[config.mk]
export PLATFORM = sky130hd
export DESIGN_NAME = checksummed_bit_frame_receiver_core
export DESIGN_NICKNAME = d
export VERILOG_FILES = /design/src/hdl/cbfr_pkg.sv /design/src/hdl/cbfr_in_stage.sv /design/src/hdl/cbfr_decoder.sv /design/src/hdl/cbfr_out_stage.sv /design/src/hdl/checksummed_bit_frame_receiver_core.sv
export SDC_FILE = /design/constraint.sdc
export NUM_CORES = 1
export LEC_CHECK = 0
export BUFFER_PORTS_ARGS = -buffer_cell sky130_fd_sc_hd__buf_4
export CAP_MARGIN = 10
export CORE_ASPECT_RATIO = 0.6
export CORE_MARGIN = 5
export CORE_UTILIZATION = 60
export CTS_CLUSTER_SIZE = 8
export DETAILED_ROUTE_END_ITERATION = 8
export PLACE_DENSITY = 0.85
export SYNTH_ARGS = -nofsm -noshare
export SYNTH_HDL_FRONTEND = slang
export SYNTH_SLANG_ARGS = --single-unit
[constraint.sdc]
create_clock -name clk -period 7.7 [get_ports clk]
set_input_delay 1.155 -clock clk [delete_from_list [all_inputs] [get_ports clk]]
set_output_delay 1.155 -clock clk [all_outputs]
set_load 0.03 [all_outputs]
[src/hdl/cbfr_pkg.sv]
// shared types and constants for the checksummed bit frame receiver
package cbfr_pkg;

  // field widths
  localparam int unsigned GapWidth  = 20;
  localparam int unsigned ByteWidth = 8;
  localparam int unsigned CntWidth  = 3;

  // stream word widths (fields packed from bit 0, padded to whole bytes)
  localparam int unsigned InDataWidth  = 24;
  localparam int unsigned OutDataWidth = 16;

  // configuration register indexes
  localparam int unsigned CfgIndexWidth = 1;
  localparam logic [CfgIndexWidth-1:0] RegDecodeMode = 1'd0;
  localparam logic [CfgIndexWidth-1:0] RegThreshold  = 1'd1;

  // decode modes
  localparam logic ModeLevel  = 1'b0;
  localparam logic ModeTiming = 1'b1;

  // result kinds
  localparam logic KindChar    = 1'b0;
  localparam logic KindVerdict = 1'b1;

  // byte constants
  localparam logic [ByteWidth-1:0] Terminator = 8'd10;
  localparam logic [ByteWidth-1:0] LowChar    = 8'd32;
  localparam logic [ByteWidth-1:0] HighCharM0 = 8'd127;
  localparam logic [ByteWidth-1:0] HighCharM1 = 8'd126;

  localparam logic [GapWidth-1:0]  ThreshReset  = 20'd6000;
  localparam logic [CntWidth-1:0]  BitsPerByteM1 = 3'd7;

  // one line event
  typedef struct packed {
    logic [GapWidth-1:0] gap_us;
    logic                bit_value;
  } item_t;

  // one result
  typedef struct packed {
    logic                 result_kind;
    logic                 frame_ok;
    logic [ByteWidth-1:0] char_byte;
  } result_t;

  // configuration in force
  typedef struct packed {
    logic                decode_mode;
    logic [GapWidth-1:0] short_gap_threshold_us;
  } cfg_t;

  // handshake between input stage and decoder
  typedef struct packed {
    logic valid;
    logic advance;
  } stage_ctl_t;

endpackage

[src/hdl/cbfr_in_stage.sv]
// input register stage holding one accepted line event
module cbfr_in_stage (
  input  logic                 clk,
  input  logic                 rst,
  input  logic                 in_valid,
  output logic                 in_ready,
  input  cbfr_pkg::item_t      in_item,
  input  logic                 out_free,
  output cbfr_pkg::stage_ctl_t ctl,
  output cbfr_pkg::item_t      item
);

  logic valid;
  logic valid_next;

  // held item moves on whenever the result register can take a result
  assign ctl.valid   = valid;
  assign ctl.advance = valid & out_free;
  assign in_ready    = ~rst & (~valid | out_free);

  always_comb begin
    valid_next = valid;
    if (in_valid && in_ready) begin
      valid_next = 1'b1;
    end else if (ctl.advance) begin
      valid_next = 1'b0;
    end
  end

  always_ff @(posedge clk) begin
    if (rst) begin
      valid <= 1'b0;
    end else begin
      valid <= valid_next;
    end
  end

  // payload capture
  always_ff @(posedge clk) begin
    if (in_valid && in_ready) begin
      item <= in_item;
    end
  end

endmodule

[src/hdl/cbfr_decoder.sv]
// bit recovery, byte assembly, checksum and range check for one event
module cbfr_decoder (
  input  logic                 clk,
  input  logic                 rst,
  input  cbfr_pkg::cfg_t       cfg,
  input  cbfr_pkg::stage_ctl_t ctl,
  input  cbfr_pkg::item_t      item,
  output logic                 res_valid,
  output cbfr_pkg::result_t    res
);

  logic [cbfr_pkg::ByteWidth-1:0] shift_bits, shift_bits_next;
  logic [cbfr_pkg::CntWidth-1:0]  bits_left, bits_left_next;
  logic                           pair_phase, pair_phase_next;
  logic                           header_seen, header_seen_next;
  logic [cbfr_pkg::ByteWidth-1:0] header_byte, header_byte_next;
  logic [cbfr_pkg::ByteWidth-1:0] running_sum, running_sum_next;
  logic                           range_error, range_error_next;

  logic                           fire;
  logic                           first_pulse;
  logic                           bit_in;
  logic [cbfr_pkg::ByteWidth-1:0] shifted;
  logic [cbfr_pkg::ByteWidth-1:0] sum_with;
  logic [cbfr_pkg::ByteWidth-1:0] high_char;
  logic                           out_of_range;

  assign fire        = ctl.advance;
  assign first_pulse = (cfg.decode_mode == cbfr_pkg::ModeTiming) && !pair_phase;
  assign bit_in      = (cfg.decode_mode == cbfr_pkg::ModeLevel) ? item.bit_value
                     : (item.gap_us < cfg.short_gap_threshold_us);
  assign shifted     = {shift_bits[cbfr_pkg::ByteWidth-2:0], bit_in};
  assign sum_with    = running_sum + shifted;
  assign high_char   = (cfg.decode_mode == cbfr_pkg::ModeLevel) ? cbfr_pkg::HighCharM0
                     : cbfr_pkg::HighCharM1;
  assign out_of_range = (shifted < cbfr_pkg::LowChar) || (shifted > high_char);

  // next state and result for the event in the input register
  always_comb begin
    shift_bits_next  = shift_bits;
    bits_left_next   = bits_left;
    pair_phase_next  = pair_phase;
    header_seen_next = header_seen;
    header_byte_next = header_byte;
    running_sum_next = running_sum;
    range_error_next = range_error;
    res_valid        = 1'b0;
    res.result_kind  = cbfr_pkg::KindChar;
    res.char_byte    = shifted;
    res.frame_ok     = 1'b0;
    if (fire) begin
      if (first_pulse) begin
        pair_phase_next = 1'b1;
      end else begin
        if (cfg.decode_mode == cbfr_pkg::ModeTiming) begin
          pair_phase_next = 1'b0;
        end
        if (bits_left != '0) begin
          shift_bits_next = shifted;
          bits_left_next  = bits_left - 1'b1;
        end else begin
          shift_bits_next = '0;
          bits_left_next  = cbfr_pkg::BitsPerByteM1;
          priority if (!header_seen) begin
            header_byte_next = shifted;
            header_seen_next = 1'b1;
          end else if (shifted == cbfr_pkg::Terminator) begin
            res_valid        = 1'b1;
            res.result_kind  = cbfr_pkg::KindVerdict;
            res.frame_ok     = !range_error && (header_byte == sum_with);
            header_seen_next = 1'b0;
            running_sum_next = '0;
            range_error_next = 1'b0;
          end else begin
            res_valid        = 1'b1;
            running_sum_next = sum_with;
            range_error_next = range_error | out_of_range;
          end
        end
      end
    end
  end

  always_ff @(posedge clk) begin
    if (rst) begin
      shift_bits  <= '0;
      bits_left   <= cbfr_pkg::BitsPerByteM1;
      pair_phase  <= 1'b0;
      header_seen <= 1'b0;
      header_byte <= '0;
      running_sum <= '0;
      range_error <= 1'b0;
    end else begin
      shift_bits  <= shift_bits_next;
      bits_left   <= bits_left_next;
      pair_phase  <= pair_phase_next;
      header_seen <= header_seen_next;
      header_byte <= header_byte_next;
      running_sum <= running_sum_next;
      range_error <= range_error_next;
    end
  end

endmodule

[src/hdl/cbfr_out_stage.sv]
// result register driving the output stream
module cbfr_out_stage (
  input  logic              clk,
  input  logic              rst,
  input  logic              res_valid,
  input  cbfr_pkg::result_t res,
  output logic              out_free,
  output logic              out_valid,
  input  logic              out_ready,
  output cbfr_pkg::result_t out_res
);

  logic valid;
  logic valid_next;

  assign out_free  = ~valid | out_ready;
  assign out_valid = valid;

  always_comb begin
    valid_next = valid;
    if (res_valid) begin
      valid_next = 1'b1;
    end else if (out_ready) begin
      valid_next = 1'b0;
    end
  end

  always_ff @(posedge clk) begin
    if (rst) begin
      valid <= 1'b0;
    end else begin
      valid <= valid_next;
    end
  end

  // payload capture
  always_ff @(posedge clk) begin
    if (res_valid) begin
      out_res <= res;
    end
  end

endmodule

[src/hdl/checksummed_bit_frame_receiver_core.sv]
// top level of the checksummed bit frame receiver
//
// Takes one line event per transaction on the s_axis channel and rebuilds
// framed bytes. In level mode each event is one bit; in timing mode events
// pair up and the second of a pair gives 1 when its gap is below the
// threshold. Bytes are built MSB first; the first byte of a frame is the
// header checksum and is consumed. Later bytes leave on m_axis as payload
// characters (tuser 0); byte 10 ends the frame with a verdict (tuser 1).
// An event waits in the input register; the decoder feeds the result
// register. Throughput is one event per cycle while the result register
// can take a result, set by the single decode stage between the input
// register and the result register. If m_axis stalls, the result
// register holds, the input register holds its event, and s_axis_tready
// drops once both are full. Configuration registers are written through
// cfg_wr_en while idle; the user must ensure it, the block does not.
// Synchronous reset empties both stages, clears the byte and frame state
// and restores level mode with a threshold of 6000 us; tready is low
// during reset.
module checksummed_bit_frame_receiver_core (
  input  logic                                  clk,
  input  logic                                  rst,
  input  logic                                  s_axis_tvalid,
  output logic                                  s_axis_tready,
  // [0] bit_value, [20:1] gap_us, [23:21] zero
  input  logic [cbfr_pkg::InDataWidth-1:0]      s_axis_tdata,
  output logic                                  m_axis_tvalid,
  input  logic                                  m_axis_tready,
  // [7:0] char_byte, [8] frame_ok, [15:9] zero
  output logic [cbfr_pkg::OutDataWidth-1:0]     m_axis_tdata,
  // [0] result_kind
  output logic                                  m_axis_tuser,
  input  logic                                  cfg_wr_en,
  input  logic [cbfr_pkg::CfgIndexWidth-1:0]    cfg_index,
  input  logic [cbfr_pkg::GapWidth-1:0]         cfg_data
);

  cbfr_pkg::cfg_t       cfg;
  cbfr_pkg::item_t      in_item;
  cbfr_pkg::item_t      item;
  cbfr_pkg::stage_ctl_t ctl;
  cbfr_pkg::result_t    res;
  cbfr_pkg::result_t    out_res;
  logic                 res_valid;
  logic                 out_free;

  // configuration registers
  always_ff @(posedge clk) begin
    if (rst) begin
      cfg.decode_mode            <= cbfr_pkg::ModeLevel;
      cfg.short_gap_threshold_us <= cbfr_pkg::ThreshReset;
    end else if (cfg_wr_en) begin
      unique case (cfg_index)
        cbfr_pkg::RegDecodeMode: cfg.decode_mode <= cfg_data[0];
        cbfr_pkg::RegThreshold:  cfg.short_gap_threshold_us <= cfg_data;
        default: ;
      endcase
    end
  end

  // input unpacking
  assign in_item.bit_value = s_axis_tdata[0];
  assign in_item.gap_us    = s_axis_tdata[cbfr_pkg::GapWidth:1];

  cbfr_in_stage u_in_stage (
    .clk      (clk),
    .rst      (rst),
    .in_valid (s_axis_tvalid),
    .in_ready (s_axis_tready),
    .in_item  (in_item),
    .out_free (out_free),
    .ctl      (ctl),
    .item     (item)
  );

  cbfr_decoder u_decoder (
    .clk       (clk),
    .rst       (rst),
    .cfg       (cfg),
    .ctl       (ctl),
    .item      (item),
    .res_valid (res_valid),
    .res       (res)
  );

  cbfr_out_stage u_out_stage (
    .clk       (clk),
    .rst       (rst),
    .res_valid (res_valid),
    .res       (res),
    .out_free  (out_free),
    .out_valid (m_axis_tvalid),
    .out_ready (m_axis_tready),
    .out_res   (out_res)
  );

  // output packing
  assign m_axis_tdata = {7'd0, out_res.frame_ok, out_res.char_byte};
  assign m_axis_tuser = out_res.result_kind;

endmodule

Word-level counts from Yosys, hierarchy flattened --
Index checks and enable logic that the tools add are counted. Widths: inputs -> output; s select.
Operators by class: $add $sub $neg 2, order comparisons 3, equality and inequality tests 2, multiplexer cells 19, bitwise gates (word level) 14, reductions and logical operators 19
Operators by type and width (count):
- $lt 20x20->1 | 1
- $mux 1 | 15
- $not 1->1 | 9
- $add 8x8->8 | 1
- $eq 8x4->1 const B | 1
- $eq 8x8->1 | 1
- $gt 8x7->1 | 1
- $lt 8x6->1 const B | 1
- $mux 8 | 1
- $reduce_and 2->1 | 4
- $reduce_and 4->1 | 2
- $mux 7 | 1
- $reduce_bool 2->1 | 3
- $reduce_or 5->1 | 1
- $reduce_or 4->1 | 1
- $logic_and 1x1->1 | 3
- $mux 3 | 1
- $or 1x1->1 | 3
- $reduce_and 3->1 | 1
- $reduce_bool 3->1 | 1
- $sub 3x1->3 const B | 1
- $and 1x1->1 | 2
- $logic_not 1->1 | 2
- $mux 2 | 1
- $logic_or 1x1->1 | 1
Storage, ports and cells: bits in registers 83, input port bits 50, output and inout port bits 19, logic and storage cells 75

Logic depth before layout (Yosys ltp) --
word-level depth 6, mapped depth 16, gate-level depth less buffers 16

Cells and area by module --
A second synthesis with hierarchy kept.
Second synthesis, totals: cells, all modules 407, area, all modules 4264.1 um2
Modules (own cells, without submodules):
- cbfr_decoder | times used 1, cells an instance 271, area each 2180.8 um2, sequential area each 580.6 um2
- checksummed_bit_frame_receiver_core | times used 1, cells an instance 94, area each 1031.0 um2, sequential area each 420.4 um2
- cbfr_in_stage | times used 1, cells an instance 28, area each 705.7 um2, sequential area each 650.6 um2
- cbfr_out_stage | times used 1, cells an instance 14, area each 346.6 um2, sequential area each 320.3 um2

Worst setup path before layout --
OpenSTA, ideal clock, no wires.
path kind register -> register, start point register, netlist name u_in_stage.item[20], end point register, netlist name u_out_stage.out_res[8], setup time 0.257 ns, arrival 3.370 ns, required time 7.443 ns, path slack 4.074 ns, cell stages (with the launch flop) 16, buffers on the path 0, clock period less this slack 3.626 ns, path through edfxtp_1 ha_1 nand4_2 nor4_2 nor4b_4 a211oi_4 nand2_4 nand2_1 ha_1 fa_1 a21o_1 a311o_1 a21oi_1 xnor2_1 xnor2_1 and4bb_1

==> summary.md <==
| Metric | Value |
|---|---|
| Via density | 5.61 |
| Pin count of the biggest net entering global routing | 58 |
| Layout cell share with drive strength beyond 1 | 0.205 |
| Total setup buffers inserted after CTS | 0 |
| CP Class | flip-flop to flip-flop |
| Leak | ~1.9 nW |
| VDD IR-drop max | roughly 0.00014 V |
| FF+latch count, synth | 83 |
| Worst-margin pin slew | just over 1 ns |
| Sink Count | a little over 80 |
| FP Rows | 23 |
| Critical Path RT | 7.93 ns |
| Cts hold-fix bufs | 0 |
| Final setup fails | 0 |
| Starting Density | 0.610 |
| Nets | 528 |
| PostCTS Resize Cnt | 0 |
| Async set-reset flop share out of synthesis | 0 |
| Setup crit end kind | flip-flop |
| Htree depth | 3 |
| R2r worst-path depth | 15 |
| Slew HR | 0.323 |
| Global-route wire length before repair | 14100 um |
| Final worst slack | 3.53 ns |
| Switching share of power | 0.236 |
| DRT antenna net count | 0 |
| DRC Markers | 0 |
| Clk root buf | clkbuf_8 |
| RSZ-0062 raised after global routing | no |
| EDFF count, synth | 31 |
| Setup Total Neg Slack | 0 ns |
| Yosys Warn Count | 0 |
| Max Cap Viol | 0 |
| DR vias | a little over 3000 |
| GRT Overall Usage | 0.218 |
| Final Hold Fails | 0 |
| Fin util | 0.714 |
| Top Ports | 69 |
| Fin crit period | 4.17 ns |
| Crit path DAT | ~4.4 ns |
| Reg2reg end | u_out_stage.out_res[8] |
| Pre-Repair DR Iteration Count | 4 |
| # diodes | 0 |
| Vias in the first global route | 2902 |
| Slew Limit Fails | 0 |
| Synth Area per Inst | 10.2 um2 |
| Initial DRC count | about 240 |
| Number of fill cells in the layout | around 470 |
| Clock-pin slew on the worst setup and hold paths | ~0.080 ns |
| P_sw | roughly 0.00022 W |
| Clk pwr share | 0.382 |
| Area Growth Syn to Fin | 17.1% |
| Final wirelength | between 8000 and 9000 um |
| Sequential Power Share | 0.523 |
| Clock buffer depth | 2 |
| Outcome | complete, no violations |
| R2R Path Start | u_in_stage.item[16] |
| Post-DP HPWL | 6340 um |
| CP endpoint | u_out_stage.out_res[8] |
| Die X | 116 um |
| Crit-path max FO | 4 |
| Hold WC Path Type | flip-flop to flip-flop |
| Register area share after synthesis | 0.491 |
| Clk_skew | 0.00857 ns |
| Skew-Pair Late Insertion Delay | 0.36 ns |
| Core Region | 6590 um2 |
| Post-synthesis instance total | 395 |
| Synth Cell Area | between 4000 and 5000 um2 |
| Post-synth top flop | dfxtp_1 |
| Type of origin of the critical path | flip-flop |
| Inserted Clock Buffers | 9 |
| WL/cell | ~16 um |
| Overflow after GRT | 0 |
| Routability Congestion | 0.925 |
| Die height | 73.4 um |
| Count of different cell masters after synthesis | 56 |
| Initial antenna violation count | 0 |
| Combinational share of power | 0.095 |
| Pwr/cell area | slightly below 200 nW/um2 |
| WHS | 0.460 ns |
| Port bufs | 58 |
| Worst hold path cell count | 2 |
| Die area | 8490 um2 |
| Fin crit share | 0.541 |
| Internal power | roughly 0.00070 W |
| Maximum clock frequency | 240 MHz |
| Setup crit start | u_in_stage.item[16] |
| Reg-to-reg slack, setup | 3.53 ns |
| CTS tree | built |
| Worst slack, placed | between 3 and 4 ns |
power by group through the flow:
| stage | Clock (W) | Combinational (W) | Sequential, W |
|---|---|---|---|
| after floorplan | 0 | 0.0000570 | 0.000485 |
| after global placement | 0 | 0.0000816 | 0.000487 |
| after detailed placement | 0 | 0.0000860 | 0.000488 |
| after CTS | 0.000355 | 0.0000868 | 0.000478 |
| after global routing | 0.000375 | 0.0000965 | 0.000480 |
| final | 0.000349 | 0.0000869 | 0.000478 |
registers in the layout, indices dropped and copies added (netlist names), 3 cells and up:
register               cells
u_decoder.running_sum      8
cfg                       21
u_decoder.header_byte      8
u_decoder.bits_left        3
u_in_stage.item           21
u_decoder.shift_bits       7
u_out_stage.out_res       10
synth_stat cells, types with 3 or more instances:
library cell  number  area [um2]
a21oi_1           33         165
o21ai_1            3        15.0
nor2_1            28         105
buf_4              7        52.6
ha_1              28         350
nor4_1             4        25.0
xor2_1             4        35.0
edfxtp_1          31         931
mux2i_1            9        90.1
nor4_2             4        50.1
dfxtp_1           52        1040
clkbuf_1          10        37.5
and2_1             3        18.8
a211o_1            3        26.3
xnor2_1           11        96.3
nand3b_1          13        97.6
nand2_1           58         218
o21ai_0            5        25.0
nand3_1           11        55.1
nand2b_1          10        62.6
nand4_1            3        18.8
inv_1             25        93.8
a21o_1             3        22.5
metal layers:
metal  wire length [um]  up-vias  global-route usage
li1                   -     1473                   -
met1               3910     1443               0.303
met2               4060      109               0.335
met3                812        8              0.0675
met4                 66        0              0.0566
met5                  0        -                   0
worst max-delay path: stages, from the launching register on:
cell and delay (ns):
edfxtp_1 0.39, ha_1 0.33, nand4_1 0.18, nor4_2 0.42, nor4b_4 0.32, a211oi_4 0.14, nand2_4 0.13, nand2_1 0.11
ha_1 0.25, fa_1 0.43, xnor2_1 0.32, xor2_1 0.19, o311ai_1 0.12, nor4_1 0.23, nand4_1 0.18, and4bb_1 0.29
stage by stage:
stage	power (W)	std cells	instance area [um2]
floorplan	0.000542	401	4040
global placement	0.000569	525	4480
detailed placement	0.000574	525	4480
CTS	0.000920	541	4710
global route	0.000952	541	4710
finish	0.000915	541	4710
cells in the final DEF (no fill, tap or decap), types with 3 or more instances in the layout:
cell | Yosys | routed
nand2_1 | 58 | 58
buf_4 | 7 | 58
dfxtp_1 | 52 | 52
a21oi_1 | 33 | 33
edfxtp_1 | 31 | 31
nor2_1 | 28 | 28
ha_1 | 28 | 28
inv_1 | 25 | 25
nand3b_1 | 13 | 13
nand3_1 | 11 | 11
xnor2_1 | 11 | 11
nand2b_1 | 10 | 10
clkbuf_8 | 0 | 10
mux2i_1 | 9 | 9
conb_1 | 1 | 7
o21ai_0 | 5 | 5
nor4_2 | 4 | 4
xor2_1 | 4 | 4
nor4_1 | 4 | 4
nand4_1 | 3 | 3
a21o_1 | 3 | 3
a211o_1 | 3 | 3
and2_1 | 3 | 3
o21ai_1 | 3 | 3
area by class of cell:
type	instances	area (um2)	area share
clock inverter	6	88.8	0.0189
multi-input combinational	272	1870	0.397
sequential	83	1970	0.419
inverter	25	93.8	0.0199
clock buffer	10	138	0.0292
tap	87	109	0.0231
timing repair buffer	58	435	0.0925
cells by family (layout without fill, tap and decap cells):
group / count (synthesis) / count (layout) / share of synthesized area
compound gates: 69 / 69 / 0.124
xor+xnor: 15 / 15 / 0.0327
fa+ha+maj: 29 / 29 / 0.0921
buf+inv: 46 / 99 / 0.0501
flops: 83 / 83 / 0.491
mux: 9 / 9 / 0.0224
other cells: 1 / 7 / 0.000933
simple gates: 143 / 143 / 0.187
worst min path at each step:
stage,end,startpoint
CTS,cfg[2],cfg[2]
global route,cfg[13],cfg[13]
finish,cfg[2],cfg[2]
floorplan,u_decoder.bits_left[1],u_decoder.bits_left[1]
detailed placement,cfg[2],cfg[2]
global placement,u_decoder.bits_left[1],u_decoder.bits_left[1]
Note: power is estimated with default switching activity, not from simulation.
